**config.mk**
```make
export PLATFORM = sky130hd
export DESIGN_NAME = severity_priority_table_core
export DESIGN_NICKNAME = d
export VERILOG_FILES = /design/src/rtl/spt_pkg.sv /design/src/rtl/spt_ctrl.sv /design/src/rtl/spt_datapath.sv /design/src/rtl/severity_priority_table_core.sv
export SDC_FILE = /design/constraint.sdc
export NUM_CORES = 1
export LEC_CHECK = 0
export BUFFER_PORTS_ARGS = -buffer_cell sky130_fd_sc_hd__buf_2
export CAP_MARGIN = 20
export CORE_UTILIZATION = 55
export CTS_CLUSTER_SIZE = 10
export DETAILED_ROUTE_END_ITERATION = 8
export GPL_TIMING_DRIVEN = 1
export PLACE_DENSITY = 0.79
export SLEW_MARGIN = 10
export SYNTH_ARGS = -nofsm -noshare
export SYNTH_HDL_FRONTEND = slang
export SYNTH_HIERARCHICAL = 1
export SYNTH_SLANG_ARGS = --single-unit
```
**constraint.sdc**
```tcl
create_clock -name clk -period 3.5 [get_ports clk]
set_input_delay 0.7 -clock clk [delete_from_list [all_inputs] [get_ports clk]]
set_output_delay 0.7 -clock clk [all_outputs]
set_load 0.01 [all_outputs]
```
**src/rtl/spt_pkg.sv**
```systemverilog
// Shared constants, record layout and controller/datapath signal groups.
package spt_pkg;

    // Table size and derived widths
    localparam int CAPACITY = 16;
    localparam int IDX_W    = $clog2(CAPACITY);
    localparam int CNT_W    = $clog2(CAPACITY + 1);

    // Field widths
    localparam int KIND_W   = 2;
    localparam int TAG_W    = 16;
    localparam int AGE_W    = 8;
    localparam int SEV_W    = 3;
    localparam int STATUS_W = 2;
    localparam int KEY_W    = AGE_W + IDX_W;

    // Stream widths, padded to whole bytes
    localparam int IN_BITS    = TAG_W + AGE_W + SEV_W;
    localparam int IN_DATA_W  = ((IN_BITS + 7) / 8) * 8;
    localparam int IN_PAD_W   = IN_DATA_W - IN_BITS;
    localparam int OUT_BITS   = STATUS_W + TAG_W + AGE_W + SEV_W;
    localparam int OUT_DATA_W = ((OUT_BITS + 7) / 8) * 8;
    localparam int OUT_PAD_W  = OUT_DATA_W - OUT_BITS;

    localparam logic [CNT_W-1:0] FILL_MAX = CNT_W'(CAPACITY);

    // Command kinds
    localparam logic [KIND_W-1:0] KIND_INSERT = 2'd0;
    localparam logic [KIND_W-1:0] KIND_REMOVE = 2'd1;
    localparam logic [KIND_W-1:0] KIND_LIST   = 2'd2;

    // Result status codes
    localparam logic [STATUS_W-1:0] ST_OK      = 2'd0;
    localparam logic [STATUS_W-1:0] ST_FULL    = 2'd1;
    localparam logic [STATUS_W-1:0] ST_EMPTY   = 2'd2;
    localparam logic [STATUS_W-1:0] ST_BAD_SEV = 2'd3;

    // Accepted severity range
    localparam logic [SEV_W-1:0] SEV_MIN = 3'd1;
    localparam logic [SEV_W-1:0] SEV_MAX = 3'd4;

    // Sweep modes
    localparam logic [1:0] MODE_MAX_SEV = 2'd0;
    localparam logic [1:0] MODE_SHIFT   = 2'd1;
    localparam logic [1:0] MODE_MIN_KEY = 2'd2;

    typedef struct packed {
        logic [SEV_W-1:0] sev;
        logic [AGE_W-1:0] age;
        logic [TAG_W-1:0] tag;
    } rec_t;

    typedef struct packed {
        logic                load_in;
        logic                ins_write;
        logic                sweep_start;
        logic [1:0]          sweep_mode;
        logic                fill_dec;
        logic                list_reset;
        logic                list_next;
        logic                res_load;
        logic [STATUS_W-1:0] res_status;
        logic                res_rec;
        logic                res_last;
    } cmd_t;

    typedef struct packed {
        logic [KIND_W-1:0] kind;
        logic              sev_bad;
        logic              full;
        logic              empty;
        logic              sweep_done;
        logic              list_last;
        logic [CNT_W-1:0]  fill;
    } sts_t;

endpackage

```
**src/rtl/spt_ctrl.sv**
```systemverilog
// Sequencing controller for the severity priority table.
module spt_ctrl (
    input  logic          clk,
    input  logic          rst_n,
    input  logic          s_tvalid,
    output logic          s_tready,
    output logic          m_tvalid,
    input  logic          m_tready,
    input  spt_pkg::sts_t sts,
    output spt_pkg::cmd_t cmd
);

    localparam logic [2:0] S_IDLE   = 3'd0;
    localparam logic [2:0] S_DECIDE = 3'd1;
    localparam logic [2:0] S_SEL    = 3'd2;
    localparam logic [2:0] S_SHIFT  = 3'd3;
    localparam logic [2:0] S_LSCAN  = 3'd4;
    localparam logic [2:0] S_EMIT   = 3'd5;
    localparam logic [2:0] S_LEMIT  = 3'd6;

    logic [2:0] state_reg;
    logic [2:0] state_next;

    assign s_tready = (state_reg == S_IDLE);
    assign m_tvalid = (state_reg == S_EMIT) || (state_reg == S_LEMIT);

    // Decode state and status into datapath commands
    always_comb
    begin
        state_next = state_reg;
        cmd        = '0;
        case (state_reg)
            S_IDLE:
            begin
                if (s_tvalid)
                begin
                    cmd.load_in = 1'b1;
                    state_next  = S_DECIDE;
                end
            end
            S_DECIDE:
            begin
                case (sts.kind)
                    spt_pkg::KIND_INSERT:
                    begin
                        cmd.res_load = 1'b1;
                        cmd.res_last = 1'b1;
                        if (sts.sev_bad)
                            cmd.res_status = spt_pkg::ST_BAD_SEV;
                        else if (sts.full)
                            cmd.res_status = spt_pkg::ST_FULL;
                        else
                        begin
                            cmd.res_status = spt_pkg::ST_OK;
                            cmd.ins_write  = 1'b1;
                        end
                        state_next = S_EMIT;
                    end
                    spt_pkg::KIND_REMOVE:
                    begin
                        if (sts.empty)
                        begin
                            cmd.res_load   = 1'b1;
                            cmd.res_status = spt_pkg::ST_EMPTY;
                            cmd.res_last   = 1'b1;
                            state_next     = S_EMIT;
                        end
                        else
                        begin
                            cmd.sweep_start = 1'b1;
                            cmd.sweep_mode  = spt_pkg::MODE_MAX_SEV;
                            state_next      = S_SEL;
                        end
                    end
                    spt_pkg::KIND_LIST:
                    begin
                        if (sts.empty)
                        begin
                            cmd.res_load   = 1'b1;
                            cmd.res_status = spt_pkg::ST_EMPTY;
                            cmd.res_last   = 1'b1;
                            state_next     = S_EMIT;
                        end
                        else
                        begin
                            cmd.list_reset  = 1'b1;
                            cmd.sweep_start = 1'b1;
                            cmd.sweep_mode  = spt_pkg::MODE_MIN_KEY;
                            state_next      = S_LSCAN;
                        end
                    end
                    default:
                        state_next = S_IDLE;
                endcase
            end
            S_SEL:
            begin
                // Latch the pick as the result, then close the gap behind it
                if (sts.sweep_done)
                begin
                    cmd.res_load    = 1'b1;
                    cmd.res_status  = spt_pkg::ST_OK;
                    cmd.res_rec     = 1'b1;
                    cmd.res_last    = 1'b1;
                    cmd.sweep_start = 1'b1;
                    cmd.sweep_mode  = spt_pkg::MODE_SHIFT;
                    state_next      = S_SHIFT;
                end
            end
            S_SHIFT:
            begin
                if (sts.sweep_done)
                begin
                    cmd.fill_dec = 1'b1;
                    state_next   = S_EMIT;
                end
            end
            S_LSCAN:
            begin
                if (sts.sweep_done)
                begin
                    cmd.res_load   = 1'b1;
                    cmd.res_status = spt_pkg::ST_OK;
                    cmd.res_rec    = 1'b1;
                    cmd.res_last   = sts.list_last;
                    state_next     = S_LEMIT;
                end
            end
            S_EMIT:
            begin
                if (m_tready)
                    state_next = S_IDLE;
            end
            S_LEMIT:
            begin
                // Advance to the next record in age order once the beat is taken
                if (m_tready)
                begin
                    if (sts.list_last)
                        state_next = S_IDLE;
                    else
                    begin
                        cmd.list_next   = 1'b1;
                        cmd.sweep_start = 1'b1;
                        cmd.sweep_mode  = spt_pkg::MODE_MIN_KEY;
                        state_next      = S_LSCAN;
                    end
                end
            end
            default:
                state_next = S_IDLE;
        endcase
    end

    always_ff @(posedge clk or negedge rst_n)
    begin
        if (!rst_n)
            state_reg <= S_IDLE;
        else
            state_reg <= state_next;
    end

endmodule

```
**src/rtl/spt_datapath.sv**
```systemverilog
// Record store, sweep engine, selection logic and result register.
module spt_datapath (
    input  logic                                 clk,
    input  logic                                 rst_n,
    input  logic [spt_pkg::IN_DATA_W-1:0]        s_tdata,
    input  logic [spt_pkg::KIND_W-1:0]           s_tuser,
    input  spt_pkg::cmd_t                        cmd,
    output spt_pkg::sts_t                        sts,
    output logic [spt_pkg::OUT_DATA_W-1:0]       m_tdata,
    output logic                                 m_tlast
);

    // Record store: one write port, one registered read port
    spt_pkg::rec_t mem [spt_pkg::CAPACITY];
    spt_pkg::rec_t rd_data_reg;
    logic                         wr_en;
    logic [spt_pkg::IDX_W-1:0]    wr_addr;
    spt_pkg::rec_t                wr_data;

    // Latched input beat
    logic [spt_pkg::KIND_W-1:0]   kind_reg;
    spt_pkg::rec_t                in_rec_reg;

    logic [spt_pkg::CNT_W-1:0]    fill_reg;

    // Sweep engine
    logic                         active_reg;
    logic                         pvld_reg;
    logic [spt_pkg::CNT_W-1:0]    idx_reg;
    logic [spt_pkg::CNT_W-1:0]    idx_start;
    logic [spt_pkg::IDX_W-1:0]    pidx_reg;
    logic [1:0]                   mode_reg;

    // Selection state
    logic [spt_pkg::SEV_W-1:0]    best_sev_reg;
    logic [spt_pkg::IDX_W-1:0]    best_idx_reg;
    spt_pkg::rec_t                best_rec_reg;
    logic [spt_pkg::KEY_W-1:0]    best_key_reg;
    logic                         found_reg;
    logic [spt_pkg::KEY_W-1:0]    prev_key_reg;
    logic                         have_prev_reg;
    logic [spt_pkg::CNT_W-1:0]    list_cnt_reg;
    logic [spt_pkg::KEY_W-1:0]    key_cur;
    logic                         take_sev;
    logic                         take_key;

    // Result register
    logic [spt_pkg::STATUS_W-1:0] res_status_reg;
    spt_pkg::rec_t                res_rec_reg;
    logic                         res_last_reg;

    // Equal ages list the later arrival first: invert the slot index in the key
    assign key_cur  = {rd_data_reg.age, ~pidx_reg};
    assign take_sev = pvld_reg && (mode_reg == spt_pkg::MODE_MAX_SEV)
                      && (rd_data_reg.sev > best_sev_reg);
    assign take_key = pvld_reg && (mode_reg == spt_pkg::MODE_MIN_KEY)
                      && (!have_prev_reg || (key_cur > prev_key_reg))
                      && (!found_reg || (key_cur < best_key_reg));

    assign idx_start = (cmd.sweep_mode == spt_pkg::MODE_SHIFT)
                       ? ({1'b0, best_idx_reg} + spt_pkg::CNT_W'(1))
                       : '0;

    // Pick the write source: appended record or shifted-down neighbour
    always_comb
    begin
        wr_en   = cmd.ins_write || (pvld_reg && (mode_reg == spt_pkg::MODE_SHIFT));
        wr_addr = cmd.ins_write ? fill_reg[spt_pkg::IDX_W-1:0]
                                : (pidx_reg - spt_pkg::IDX_W'(1));
        wr_data = cmd.ins_write ? in_rec_reg : rd_data_reg;
    end

    always_ff @(posedge clk)
    begin
        if (wr_en)
            mem[wr_addr] <= wr_data;
        rd_data_reg <= mem[idx_reg[spt_pkg::IDX_W-1:0]];
    end

    // Hold the input beat
    always_ff @(posedge clk)
    begin
        if (cmd.load_in)
        begin
            kind_reg       <= s_tuser;
            in_rec_reg.tag <= s_tdata[spt_pkg::TAG_W-1:0];
            in_rec_reg.age <= s_tdata[spt_pkg::TAG_W +: spt_pkg::AGE_W];
            in_rec_reg.sev <= s_tdata[spt_pkg::TAG_W + spt_pkg::AGE_W +: spt_pkg::SEV_W];
        end
    end

    // Fill count
    always_ff @(posedge clk or negedge rst_n)
    begin
        if (!rst_n)
            fill_reg <= '0;
        else if (cmd.ins_write)
            fill_reg <= fill_reg + spt_pkg::CNT_W'(1);
        else if (cmd.fill_dec)
            fill_reg <= fill_reg - spt_pkg::CNT_W'(1);
    end

    // Walk slots from the start index up to the fill count
    always_ff @(posedge clk or negedge rst_n)
    begin
        if (!rst_n)
        begin
            active_reg <= 1'b0;
            pvld_reg   <= 1'b0;
            idx_reg    <= '0;
            pidx_reg   <= '0;
            mode_reg   <= spt_pkg::MODE_MAX_SEV;
        end
        else
        begin
            pvld_reg <= active_reg && (idx_reg != fill_reg);
            pidx_reg <= idx_reg[spt_pkg::IDX_W-1:0];
            if (cmd.sweep_start)
            begin
                active_reg <= 1'b1;
                idx_reg    <= idx_start;
                mode_reg   <= cmd.sweep_mode;
            end
            else if (active_reg)
            begin
                if (idx_reg == fill_reg)
                    active_reg <= 1'b0;
                else
                    idx_reg <= idx_reg + spt_pkg::CNT_W'(1);
            end
        end
    end

    // Track the best candidate of the current sweep and the list position
    always_ff @(posedge clk or negedge rst_n)
    begin
        if (!rst_n)
        begin
            best_sev_reg  <= '0;
            found_reg     <= 1'b0;
            have_prev_reg <= 1'b0;
            list_cnt_reg  <= '0;
        end
        else
        begin
            if (cmd.sweep_start)
            begin
                best_sev_reg <= '0;
                found_reg    <= 1'b0;
            end
            else
            begin
                if (take_sev)
                    best_sev_reg <= rd_data_reg.sev;
                if (take_key)
                    found_reg <= 1'b1;
            end
            if (cmd.list_reset)
            begin
                have_prev_reg <= 1'b0;
                list_cnt_reg  <= '0;
            end
            else if (cmd.list_next)
            begin
                have_prev_reg <= 1'b1;
                list_cnt_reg  <= list_cnt_reg + spt_pkg::CNT_W'(1);
            end
        end
    end

    always_ff @(posedge clk)
    begin
        if (take_sev)
        begin
            best_idx_reg <= pidx_reg;
            best_rec_reg <= rd_data_reg;
        end
        if (take_key)
        begin
            best_key_reg <= key_cur;
            best_rec_reg <= rd_data_reg;
        end
        if (cmd.list_next)
            prev_key_reg <= best_key_reg;
    end

    // Result register
    always_ff @(posedge clk)
    begin
        if (cmd.res_load)
        begin
            res_status_reg <= cmd.res_status;
            res_rec_reg    <= cmd.res_rec ? best_rec_reg : '0;
            res_last_reg   <= cmd.res_last;
        end
    end

    assign m_tdata = {{spt_pkg::OUT_PAD_W{1'b0}}, res_rec_reg.sev, res_rec_reg.age,
                      res_rec_reg.tag, res_status_reg};
    assign m_tlast = res_last_reg;

    // Status towards the controller
    always_comb
    begin
        sts.kind       = kind_reg;
        sts.sev_bad    = (in_rec_reg.sev < spt_pkg::SEV_MIN)
                         || (in_rec_reg.sev > spt_pkg::SEV_MAX);
        sts.full       = (fill_reg == spt_pkg::FILL_MAX);
        sts.empty      = (fill_reg == '0);
        sts.sweep_done = !active_reg && !pvld_reg;
        sts.list_last  = ((list_cnt_reg + spt_pkg::CNT_W'(1)) == fill_reg);
        sts.fill       = fill_reg;
    end

endmodule

```
**src/rtl/severity_priority_table_core.sv**
```systemverilog
// Top level of the severity priority table: stream ports, controller and datapath.
//
// A table of up to 16 records (tag, age, severity 1 to 4) kept in arrival
// order. One input beat is taken at a time; s_tready is low until every result
// beat of the previous command has been taken. Insert appends a record and
// answers with one beat (ok, full, or bad severity, severity checked first).
// Remove picks the earliest arrival among the records of highest severity and
// returns it, or answers empty; it reads one slot per cycle for the search and
// one per cycle to close the gap. List returns every record in ascending age,
// later arrivals first among equal ages, with tlast on the final beat; each beat
// costs one full pass over the store. Every pass reads through the single read
// port of the record store. An empty table answers remove and list with one
// empty beat; command kind 3 is dropped without a result. No clearing pass is
// needed after reset.
module severity_priority_table_core (
    input  logic                              clk,
    input  logic                              rst_n,
    input  logic                              s_tvalid,
    output logic                              s_tready,
    // s_tdata from bit 0: record_tag[15:0], age[7:0], severity[2:0], zero pad
    input  logic [spt_pkg::IN_DATA_W-1:0]     s_tdata,
    // s_tuser: kind[1:0]
    input  logic [spt_pkg::KIND_W-1:0]        s_tuser,
    output logic                              m_tvalid,
    input  logic                              m_tready,
    // m_tdata from bit 0: status[1:0], out_tag[15:0], out_age[7:0],
    // out_severity[2:0], zero pad
    output logic [spt_pkg::OUT_DATA_W-1:0]    m_tdata,
    output logic                              m_tlast
);

    spt_pkg::cmd_t cmd;
    spt_pkg::sts_t sts;

    spt_ctrl u_ctrl (
        .clk      (clk),
        .rst_n    (rst_n),
        .s_tvalid (s_tvalid),
        .s_tready (s_tready),
        .m_tvalid (m_tvalid),
        .m_tready (m_tready),
        .sts      (sts),
        .cmd      (cmd)
    );

    spt_datapath u_datapath (
        .clk     (clk),
        .rst_n   (rst_n),
        .s_tdata (s_tdata),
        .s_tuser (s_tuser),
        .cmd     (cmd),
        .sts     (sts),
        .m_tdata (m_tdata),
        .m_tlast (m_tlast)
    );

    // Never take a new beat while a result is still offered
    assert property (@(posedge clk) disable iff (!rst_n) !(s_tready && m_tvalid))
        else $error("input taken while a result is pending");

    // Fill count stays within the table
    assert property (@(posedge clk) disable iff (!rst_n) sts.fill <= spt_pkg::FILL_MAX)
        else $error("fill count beyond capacity");

    // Fill count moves by one record at most
    assert property (@(posedge clk) disable iff (!rst_n)
        (sts.fill != $past(sts.fill)) |->
        ((sts.fill == $past(sts.fill) + 1'b1) || (sts.fill + 1'b1 == $past(sts.fill))))
        else $error("fill count jumped");

    // An empty answer carries no record and ends the command
    assert property (@(posedge clk) disable iff (!rst_n)
        (m_tvalid && (m_tdata[1:0] == spt_pkg::ST_EMPTY)) |->
        ((m_tdata[spt_pkg::OUT_BITS-1:spt_pkg::STATUS_W] == '0) && m_tlast))
        else $error("empty answer with record data");

endmodule
```
==> results of run 1 <==
## cell usage after synthesis, types with 13 or more instances
library cell  number  area, sq um
a21oi_1           21          105
nor2_1            44          165
edfxtp_1         546        16400
mux4_2           135         3040
xor2_1            13          114
ha_1              38          475
mux2_2            31          349
and2_1            30          188
dfrtp_1           31          776
o21ai_0           16         80.1
inv_1             36          135
clkbuf_1          27          101
nand2_1           27          101
dfxtp_1           27          541
## final cells by class
class                   instances  area share [%]
clock inverters                 4           0.152
diodes                          2          0.0184
inverters                      38           0.526
multi-input cells             469            20.7
flip-flops and latches        604            65.3
well taps                     539            2.49
repair buffers                114            3.26
clock buffers                 121            7.55
## per-stage QoR
step	utilization, %	power [mW]	instance area [sq um]	worst slack [ns]
after floorplan	-	14.8	23600	-0.0898
after global placement	59.4	16.4	25000	0.378
after detailed placement	59.4	16.7	25000	0.359
after CTS	64.4	23.5	27100	0.264
after global routing	64.4	24.3	27100	0.0960
final	64.4	23.3	27100	0.284
## critical path, cell delays in order, from the launching register on
cell and delay [ns]:
edfxtp_1 0.41, inv_1 0.13, ha_1 0.23, inv_1 0.08, nor4_2 0.60, inv_2 0.26, fa_1 0.52, a21o_1 0.20
a21oi_1 0.18, nand2_1 0.07, mux2_2 0.28, xnor2_1 0.12
## cell families after synthesis
family | Yosys count | share of synthesized area (%)
adders and majority gates | 39 | 2.10
AOI/OAI and AO/OA | 76 | 2.07
other | 1 | 0.0159
muxes | 172 | 14.6
buffers and inverters | 88 | 1.82
and+or+nand+nor | 155 | 3.39
xor gates and xnor gates | 24 | 0.891
DFF | 604 | 75.1
## power groups by stage
stage / combinational, mW / sequential [mW] / clock (mW)
global placement: 5.76 / 10.7 / 0
global route: 6.53 / 10.7 / 7.07
CTS: 6.08 / 10.6 / 6.79
floorplan: 4.52 / 10.3 / 0
finish: 6.05 / 10.6 / 6.68
detailed placement: 5.98 / 10.7 / 0
## worst paths after layout
kind,startpoint,end,slack (ns)
max,u_datapath/kind_reg[0],u_datapath/fill_reg[4],0.28
min,rst_n,u_datapath/list_cnt_reg[2],0.17
max reg2reg,u_datapath/kind_reg[0],u_datapath/fill_reg[4],0.28
min reg2reg,u_datapath/rd_data_reg[1],u_datapath/best_rec_reg[1],0.43
max in group asynchronous,rst_n,u_datapath/idx_reg[0],2.81
min in group clk,s_tdata[0],u_datapath/in_rec_reg[0],0.28
## metal layers
layer | global-route usage, % | up-vias | wire length, um
met5 | 0 | - | 0
met4 | 10.2 | 0 | 1700
met3 | 4.09 | 110 | 3490
met2 | 38.1 | 547 | 24200
met1 | 31.5 | 5960 | 19600
li1 | - | 4950 | -
==> flow_summary_export.csv, run 1 <==
group,metric,value,unit
synthesis,synthCells,1159,
clocking,post_cts_buffers,0,
clocking,clock_sinks,604,
power,internal-power,16.5,mW
sta,timing.final.crit_share,91.9,%
synthesis,netlist_area,23600,sq um
route,routed_wl,49.0,mm
run_status,outcome,"complete, no violations",
clocking,clock_path_buffers,3,
power,switchingPower,6.86,mW
worst_setup_path,cp-end-kind,"flop",
layout,largest-register,"u_datapath/mem",
route,dr_total_vias,11600,
clocking,clk_latency,0.59,ns
floorplanning,die_w,209,um
synthesis,synth_edf_count,546,
layout,final_cell_mix,"edfxtp_1, mux4_2, clkbuf_16, buf_2, clkbuf_1",
floorplanning,dieHeight,209,um
global_routing,globalRouteTotalUtil,23.4,%
synthesis,synthFlopType,"edfxtp_1",
route,vias_per_cell,6.12,
sta,tns,0,ns
clocking,cts_buffers,70,
clocking,tritoncts,"built",
sta,setup_viol,0,
worst_setup_path,start_kind,"flop",
layout,area_growth,15.0,%
place,place_inst,1763,
power,seq_power_share,45.4,%
place,dp.final_hpwl,26.2,mm
layout,nFillCells,2658,
layout,final_common_cell,"edfxtp_1",
layout,largest_reg_flops,432,
synthesis,async_reset_ff_share,5.13,%
floorplanning,start_util,56.0,%
layout,multiInputGateArea,5610,sq um
worst_setup_path,path_max_fanout,11,
power,p_clk_share,28.7,%
sta,slew_viol_final,0,
power,cellLeakagePower,9.16,nW
place,place.gp.congestion,0.801,
sta,finalHoldViolCount,0,
clocking,postCtsResizedCells,0,
synthesis,synth-seq-area-share,75.1,%
power,p_comb_share,25.9,%
sta,fin_skew,0.0207,ns
route,first_pass_iters,5,
floorplanning,io_pins,73,
clocking,clock-root-buffer,"clkbuf_16",
global_routing,grt_pass1_wl,74.0,mm
worst_setup_path,required,3.95,ns
global_routing,antenna_found_initial,0,
floorplanning,die_area,43700,sq um
floorplanning,num_rows,75,
global_routing,overflow,0,
layout,nets,1374,
synthesis,ys_types,54,
route,drt_iter0_markers,1231,
clocking,htreeDepth,3,
power,swShare,29.4,%
route,wire_per_inst,25.9,um
route,antenna_left,0,
sta,rsz0062_at_grt,"false",
run,cap_viol_max_count,0,
layout,regArea,17700,sq um
worst_setup_path,worst-r2r-cell-count,11,
sta,relSlewSlack,30.2,%
place,io_buffers,64,
global_routing,grt_pass1_vias,12200,
worst_setup_path,arrival,3.67,ns
power,powerDensity,859,nW/um^2
synthesis,ys_seq_elements,604,
hold_path,worstHoldPathType,"in -> async",
worst_setup_path,crit_type,"reg -> reg",
clocking,ctsHoldBuffers,0,
synthesis,avgSynthCellArea,20.4,sq um
sta,tightest_slew,1.05,ns
sta,hold_ws,0.167,ns
sta,fmax,0.311,GHz
floorplanning,core_area,42100,sq um
synthesis,synth_warnings,6,
sta,fin_crit,3.22,ns
route,drc,0,
clocking,clk_pin_slew_worst_paths,0.06,ns
global_routing,grt_max_degree,50,
layout,drive_gt1_share,28.8,%
layout,layoutNonFillerInstCount,1891,
power,vdd_drop_max,459,uV
Power figures use the tool's default switching activity.
==> inputs of run 2 (changes only) <==
--- a/config.mk
+++ b/config.mk
@@ -7,11 +7,12 @@
 export LEC_CHECK = 0
 export BUFFER_PORTS_ARGS = -buffer_cell sky130_fd_sc_hd__buf_2
 export CAP_MARGIN = 20
-export CORE_UTILIZATION = 55
+export CORE_UTILIZATION = 39
 export CTS_CLUSTER_SIZE = 10
 export DETAILED_ROUTE_END_ITERATION = 8
 export GPL_TIMING_DRIVEN = 1
-export PLACE_DENSITY = 0.79
+export PLACE_DENSITY = 0.6
+export SKIP_LAST_GASP = 1
 export SLEW_MARGIN = 10
 export SYNTH_ARGS = -nofsm -noshare
 export SYNTH_HDL_FRONTEND = slang
==> flow_summary_export.csv, run 2 (synthesis results as in run 1) <==
group,metric,value,unit
layout,nets,1372,
clocking,clk_pin_slew_worst_paths,0.05,ns
global_routing,globalRouteTotalUtil,16.5,%
route,drt_iter0_markers,755,
global_routing,antenna_found_initial,1,
worst_setup_path,regToRegSetupSlack,0.33,ns
route,dr_total_vias,11100,
power,switchingPower,6.83,mW
sta,fmax,0.316,GHz
sta,slew_viol_final,0,
global_routing,grt_max_degree,114,
sta,tightest_slew,0.759,ns
clocking,clock_path_buffers,3,
power,vdd_drop_max,733,uV
run_status,outcome,"complete, no violations",
place,place.gp.congestion,0.792,
layout,n_antenna_cell,0,
clocking,clock_sinks,604,
hold_path,worstHoldPathType,"in -> async",
layout,largest-register,"u_datapath/mem",
clocking,post_cts_buffers,0,
floorplanning,io_pins,73,
worst_setup_path,arrival,3.41,ns
power,cellLeakagePower,9.16,nW
power,p_comb_share,26.0,%
layout,layoutNonFillerInstCount,2119,
place,io_buffers,64,
clocking,clk_latency,0.60,ns
floorplanning,num_rows,89,
floorplanning,start_util,39.7,%
clocking,tritoncts,"built",
place,place_inst,1993,
route,first_pass_iters,6,
run,cap_viol_max_count,0,
layout,drive_gt1_share,29.0,%
clocking,cts_buffers,72,
clocking,clock-root-buffer,"clkbuf_16",
worst_setup_path,r2r-end,"u_datapath/mem[1][21]",
sta,setup_ws,0.331,ns
sta,timing.final.crit_share,90.5,%
worst_setup_path,required,3.74,ns
worst_setup_path,cp-end-kind,"flop",
floorplanning,die_w,248,um
power,swShare,29.3,%
worst_setup_path,r2r_start,"u_datapath/kind_reg[0]",
sta,fin_skew,0.0229,ns
worst_setup_path,crit_type,"reg -> reg",
global_routing,grt_pass1_vias,11700,
layout,largest_reg_flops,432,
power,powerDensity,850,nW/um^2
power,seq_power_share,45.0,%
route,antenna_left,0,
worst_setup_path,critPathLaunch,"u_datapath/kind_reg[0]",
power,p_clk_share,28.9,%
floorplanning,core_area,59400,sq um
worst_setup_path,path_max_fanout,17,
sta,finalHoldViolCount,0,
clocking,htreeDepth,3,
layout,final_cell_mix,"edfxtp_1, mux4_2, clkbuf_16, buf_2, clkbuf_1",
route,vias_per_cell,5.23,
worst_setup_path,start_kind,"flop",
route,drc,0,
floorplanning,die_area,61500,sq um
sta,setup_viol,0,
global_routing,grt_pass1_wl,73.6,mm
floorplanning,dieHeight,248,um
sta,fin_crit,3.17,ns
route,wire_per_inst,23.1,um
route,routed_wl,48.9,mm
power,internal-power,16.5,mW
sta,relSlewSlack,49.4,%
place,dp.final_hpwl,26.3,mm
place,pre_cts_ws,0.258,ns
worst_setup_path,worst-r2r-cell-count,10,
global_routing,overflow,0,
sta,rsz0062_at_grt,"false",
layout,final_core_util,46.2,%
layout,area_growth,16.2,%
layout,final_common_cell,"edfxtp_1",
## run 2: cell count changes in the layout (fill, tap and decap cells not counted)
| cell | before | now |
|---|---|---|
| diode_2 | 2 | 0 |
| clkinv_1 | 1 | 2 |
| clkinv_2 | 1 | 3 |
| clkbuf_8 | 0 | 2 |
| o21ai_1 | 2 | 1 |
| clkinvlp_4 | 0 | 1 |
| buf_4 | 35 | 31 |
| o21ai_2 | 0 | 1 |
| clkbuf_1 | 46 | 40 |
## run 2: how the worst max path moves through the flow
stage / endpoint / slack, ns / cells after the start
floorplan: u_datapath/mem[7][0] / -0.09 / 10
global placement: u_datapath/idx_reg[4] / 0.29 / 14
detailed placement: u_datapath/idx_reg[4] / 0.26 / 14
CTS: u_datapath/idx_reg[4] / 0.21 / 14
global route: u_datapath/idx_reg[4] / 0.12 / 14
finish: u_datapath/mem[1][21] / 0.33 / 10
## run 2: through the flow
stage / hold slack (ns) / TNS [ns] / area (sq um) / total power, mW
2_1_floorplan: 0.352 / -17.39 / 23600 / 14.8
3_3_place_gp: 0.415 / 0 / 25300 / 16.7
3_5_place_dp: 0.413 / 0 / 25300 / 16.8
4_1_cts: 0.169 / 0 / 27400 / 23.7
5_1_grt: 0.207 / 0 / 27400 / 24.5
6_report: 0.165 / 0 / 27400 / 23.3
## run 2: what timing repair did
item / in CTS / in global routing
gates resized for setup: 0 / 1
setup endpoints to repair: 0 / 4
hold buffers: 0 / 0
## run 2: power by group through the flow
stage | clock [mW] | combinational (mW) | sequential (mW)
2_1_floorplan | 0 | 4.52 | 10.3
3_3_place_gp | 0 | 6.06 | 10.6
3_5_place_dp | 0 | 6.18 | 10.7
4_1_cts | 6.92 | 6.22 | 10.5
5_1_grt | 7.19 | 6.68 | 10.6
6_report | 6.74 | 6.07 | 10.5
## run 2: critical path: stages, from the launching register on
cell,delay (ns)
edfxtp_1,0.41
inv_1,0.13
ha_1,0.23
inv_1,0.09
nor4_2,0.48
buf_4,0.39
nand2_1,0.09
o31ai_1,0.09
nand2_1,0.33
nor2_4,0.20
buf_4,0.36
## run 2: final cells by class
class / count / area (sq um)
tap: 773 / 967
clock inverter: 8 / 62.6
timing repair buffer: 110 / 853
sequential: 604 / 17700
clock buffer: 117 / 2050
inverter: 38 / 143
multi-input combinational: 469 / 5620
fill: 4968 / 31900
## run 2: routing by layer
metal / global-route usage [%] / vias up / routed length (um)
met5: 0 / - / 0
met4: 4.53 / 0 / 697
met3: 3.17 / 53 / 2040
met2: 26.5 / 230 / 23900
met1: 23.0 / 5866 / 22300
li1: - / 4934 / -
==> inputs of run 3 (changes only) <==
--- a/config.mk
+++ b/config.mk
@@ -5,6 +5,7 @@
 export SDC_FILE = /design/constraint.sdc
 export NUM_CORES = 1
 export LEC_CHECK = 0
+export ABC_AREA = 1
 export BUFFER_PORTS_ARGS = -buffer_cell sky130_fd_sc_hd__buf_2
 export CAP_MARGIN = 20
 export CORE_UTILIZATION = 39
==> flow_summary_export.csv, run 3 <==
group,metric,value,unit
run_status,outcome,"complete, no violations",
floorplanning,die_w,252,um
layout,stdcell_area,28000,sq um
worst_setup_path,crit_type,"reg -> reg",
clocking,ctsHoldBuffers,0,
floorplanning,num_rows,91,
clocking,cts_buffers,70,
route,antenna_left,0,
clocking,clk_latency,0.60,ns
power,powerDensity,872,nW/um^2
sta,setup_viol,0,
floorplanning,io_pins,73,
layout,final_common_cell,"edfxtp_1",
synthesis,yosys.area.top_type,"edfxtp_1",
synthesis,synth-seq-area-share,72.9,%
worst_setup_path,path_max_fanout,21,
sta,fmax,0.308,GHz
synthesis,async_reset_ff_share,5.13,%
clocking,post_cts_buffers,0,
route,drt_iter0_markers,1136,
worst_setup_path,start_kind,"flop",
synthesis,synthCells,1925,
layout,final_cell_mix,"edfxtp_1, nor2_1, nand2_1, o21ai_0, inv_1",
place,place.gp.congestion,0.842,
power,total_power,24.4,mW
route,first_pass_iters,5,
worst_setup_path,arrival,3.54,ns
clocking,htreeDepth,3,
layout,regArea,17700,sq um
sta,relSlewSlack,26.9,%
synthesis,ys_seq_elements,604,
synthesis,ys_types,48,
synthesis,yosysTopAreaCellShare,67.5,%
clocking,clock-root-buffer,"clkbuf_16",
global_routing,overflow,0,
sta,tightest_slew,1.10,ns
floorplanning,dieHeight,252,um
sta,timing.final.crit_share,92.8,%
synthesis,avgSynthCellArea,12.6,sq um
layout,largest-register,"u_datapath/mem",
layout,area_growth,15.1,%
layout,drive_gt1_share,12.4,%
global_routing,grt_max_degree,222,
place,dpl_cell_area,25900,sq um
sta,slew_viol_final,0,
power,cellLeakagePower,9.97,nW
global_routing,grt_pass1_wl,86.2,mm
floorplanning,core_area,61600,sq um
clocking,clock_sinks,604,
layout,nets,2098,
clocking,clock_path_buffers,3,
route,drc,0,
place,dp.final_hpwl,34.4,mm
global_routing,grt_pass1_vias,14500,
synthesis,synth_warnings,6,
synthesis,synthFlopType,"edfxtp_1",
route,vias_per_cell,5.14,
layout,n_antenna_cell,0,
layout,final_core_util,45.4,%
route,wire_per_inst,19.5,um
hold_path,worstHoldPathType,"in -> async",
synthesis,synth_edf_count,546,
global_routing,antenna_found_initial,0,
run,cap_viol_max_count,0,
sta,finalHoldViolCount,0,
synthesis,yosys-top-cells-count,"edfxtp_1, nor2_1, nand2_1, o21ai_0, inv_1",
clocking,tritoncts,"built",
floorplanning,die_area,63300,sq um
synthesis,yosys-top-cells-area,"edfxtp_1, nor2_1, nand2_1",
clocking,clk_pin_slew_worst_paths,0.06,ns
worst_setup_path,required,3.79,ns
route,routed_wl,56.6,mm
sta,rsz0062_at_grt,"false",
route,dr_total_vias,14900,
sta,tns,0,ns
sta,fin_crit,3.25,ns
synthesis,netlist_area,24300,sq um
worst_setup_path,cp-end-kind,"flop",
floorplanning,start_util,39.4,%
synthesis,yosysMostFrequentCell,"edfxtp_1",
place,io_buffers,64,
global_routing,globalRouteTotalUtil,17.9,%
layout,multiInputGateArea,5820,sq um
sta,fin_skew,0.0234,ns
layout,nFillCells,5449,
power,vdd_drop_max,808,uV
layout,largest_reg_flops,432,
[run 3: cell types whose count changed after synthesis, sizes merged, moves of 25 or more]
cell    change
nand2     +229
nor2      +331
mux2       -30
nand3      +59
o211ai     +51
clkbuf     +26
mux4      -135
inv        +68
o32ai      +54
o21ai     +185
and2       -31
buf        +25
[run 3: worst max-delay path, cell delays in order, from the launching register on]
cell      delay (ns)
edfxtp_1        0.43
inv_1           0.13
ha_1            0.15
inv_1           0.10
nor4_4          0.45
inv_1           0.18
buf_4           0.23
o31ai_1         0.19
nand2_1         0.45
nor2_4          0.38
buf_12          0.23
[run 3: area by class of cell]
cell class              count  share of cell area, %
clock buffers             116                   6.99
clock inverters             6                  0.380
inverters                 106                   1.48
multi-input cells        1116                   20.8
flip-flops and latches    604                   63.4
well taps                 837                   3.74
repair buffers            123                   3.27
[run 3: repair_timing]
action / in CTS / in global routing
hold endpoints to repair: 0 / 0
resized for setup: 0 / 4
setup endpoints to repair: 5 / 319
[run 3: worst paths after layout]
path	start	end	slack, ns	depth (start not counted)
min in group clk	s_tdata[13]	u_datapath/in_rec_reg[13]	0.27	1
hold / removal	rst_n	u_datapath/list_cnt_reg[2]	0.17	1
max in group asynchronous	rst_n	u_datapath/idx_reg[0]	2.78	1
hold reg to reg	u_datapath/rd_data_reg[1]	u_datapath/best_rec_reg[1]	0.43	0
setup reg to reg	u_datapath/kind_reg[0]	u_datapath/mem[0][11]	0.25	10
setup / recovery	u_datapath/kind_reg[0]	u_datapath/mem[0][11]	0.25	10
[run 3: power by group]
group | switching [mW] | internal (mW) | total (mW)
Clock | 2.75 | 3.83 | 6.57
Sequential | 0.741 | 9.90 | 10.6
Combinational | 5.09 | 2.09 | 7.18
[run 3: cell families (layout without fill, tap and decap cells)]
logic type / after synthesis / in the layout / synth area share [%]
XOR/XNOR: 20 / 20 / 0.721
other: 1 / 3 / 0.0154
multiplexers: 1 / 1 / 0.0463
adder cells (fa/ha/maj): 39 / 39 / 2.04
flip-flops: 604 / 604 / 72.9
AO/OA/AOI/OAI: 337 / 337 / 8.42
AND/OR/NAND/NOR: 716 / 716 / 11.9
buffers and inverters: 207 / 351 / 3.92
[run 3: stage by stage]
step           cells  hold slack (ns)  setup WS, ns
6_report        2908            0.166         0.251
5_1_grt         2908            0.205        0.0200
2_1_floorplan   1927            0.349       -0.0227
3_5_place_dp    2785            0.416        0.0401
3_3_place_gp    2785            0.416         0.138
4_1_cts         2907            0.167       -0.0157
[run 3: routing by layer]
metal / global-route usage, % / part of all wire, % / vias to the layer above
met5: 0 / 0 / -
met1: 24.7 / 44 / 7384
met3: 3.44 / 5.8 / 93
met4: 5.84 / 2.9 / 0
met2: 28.5 / 47 / 430
li1: - / - / 7033
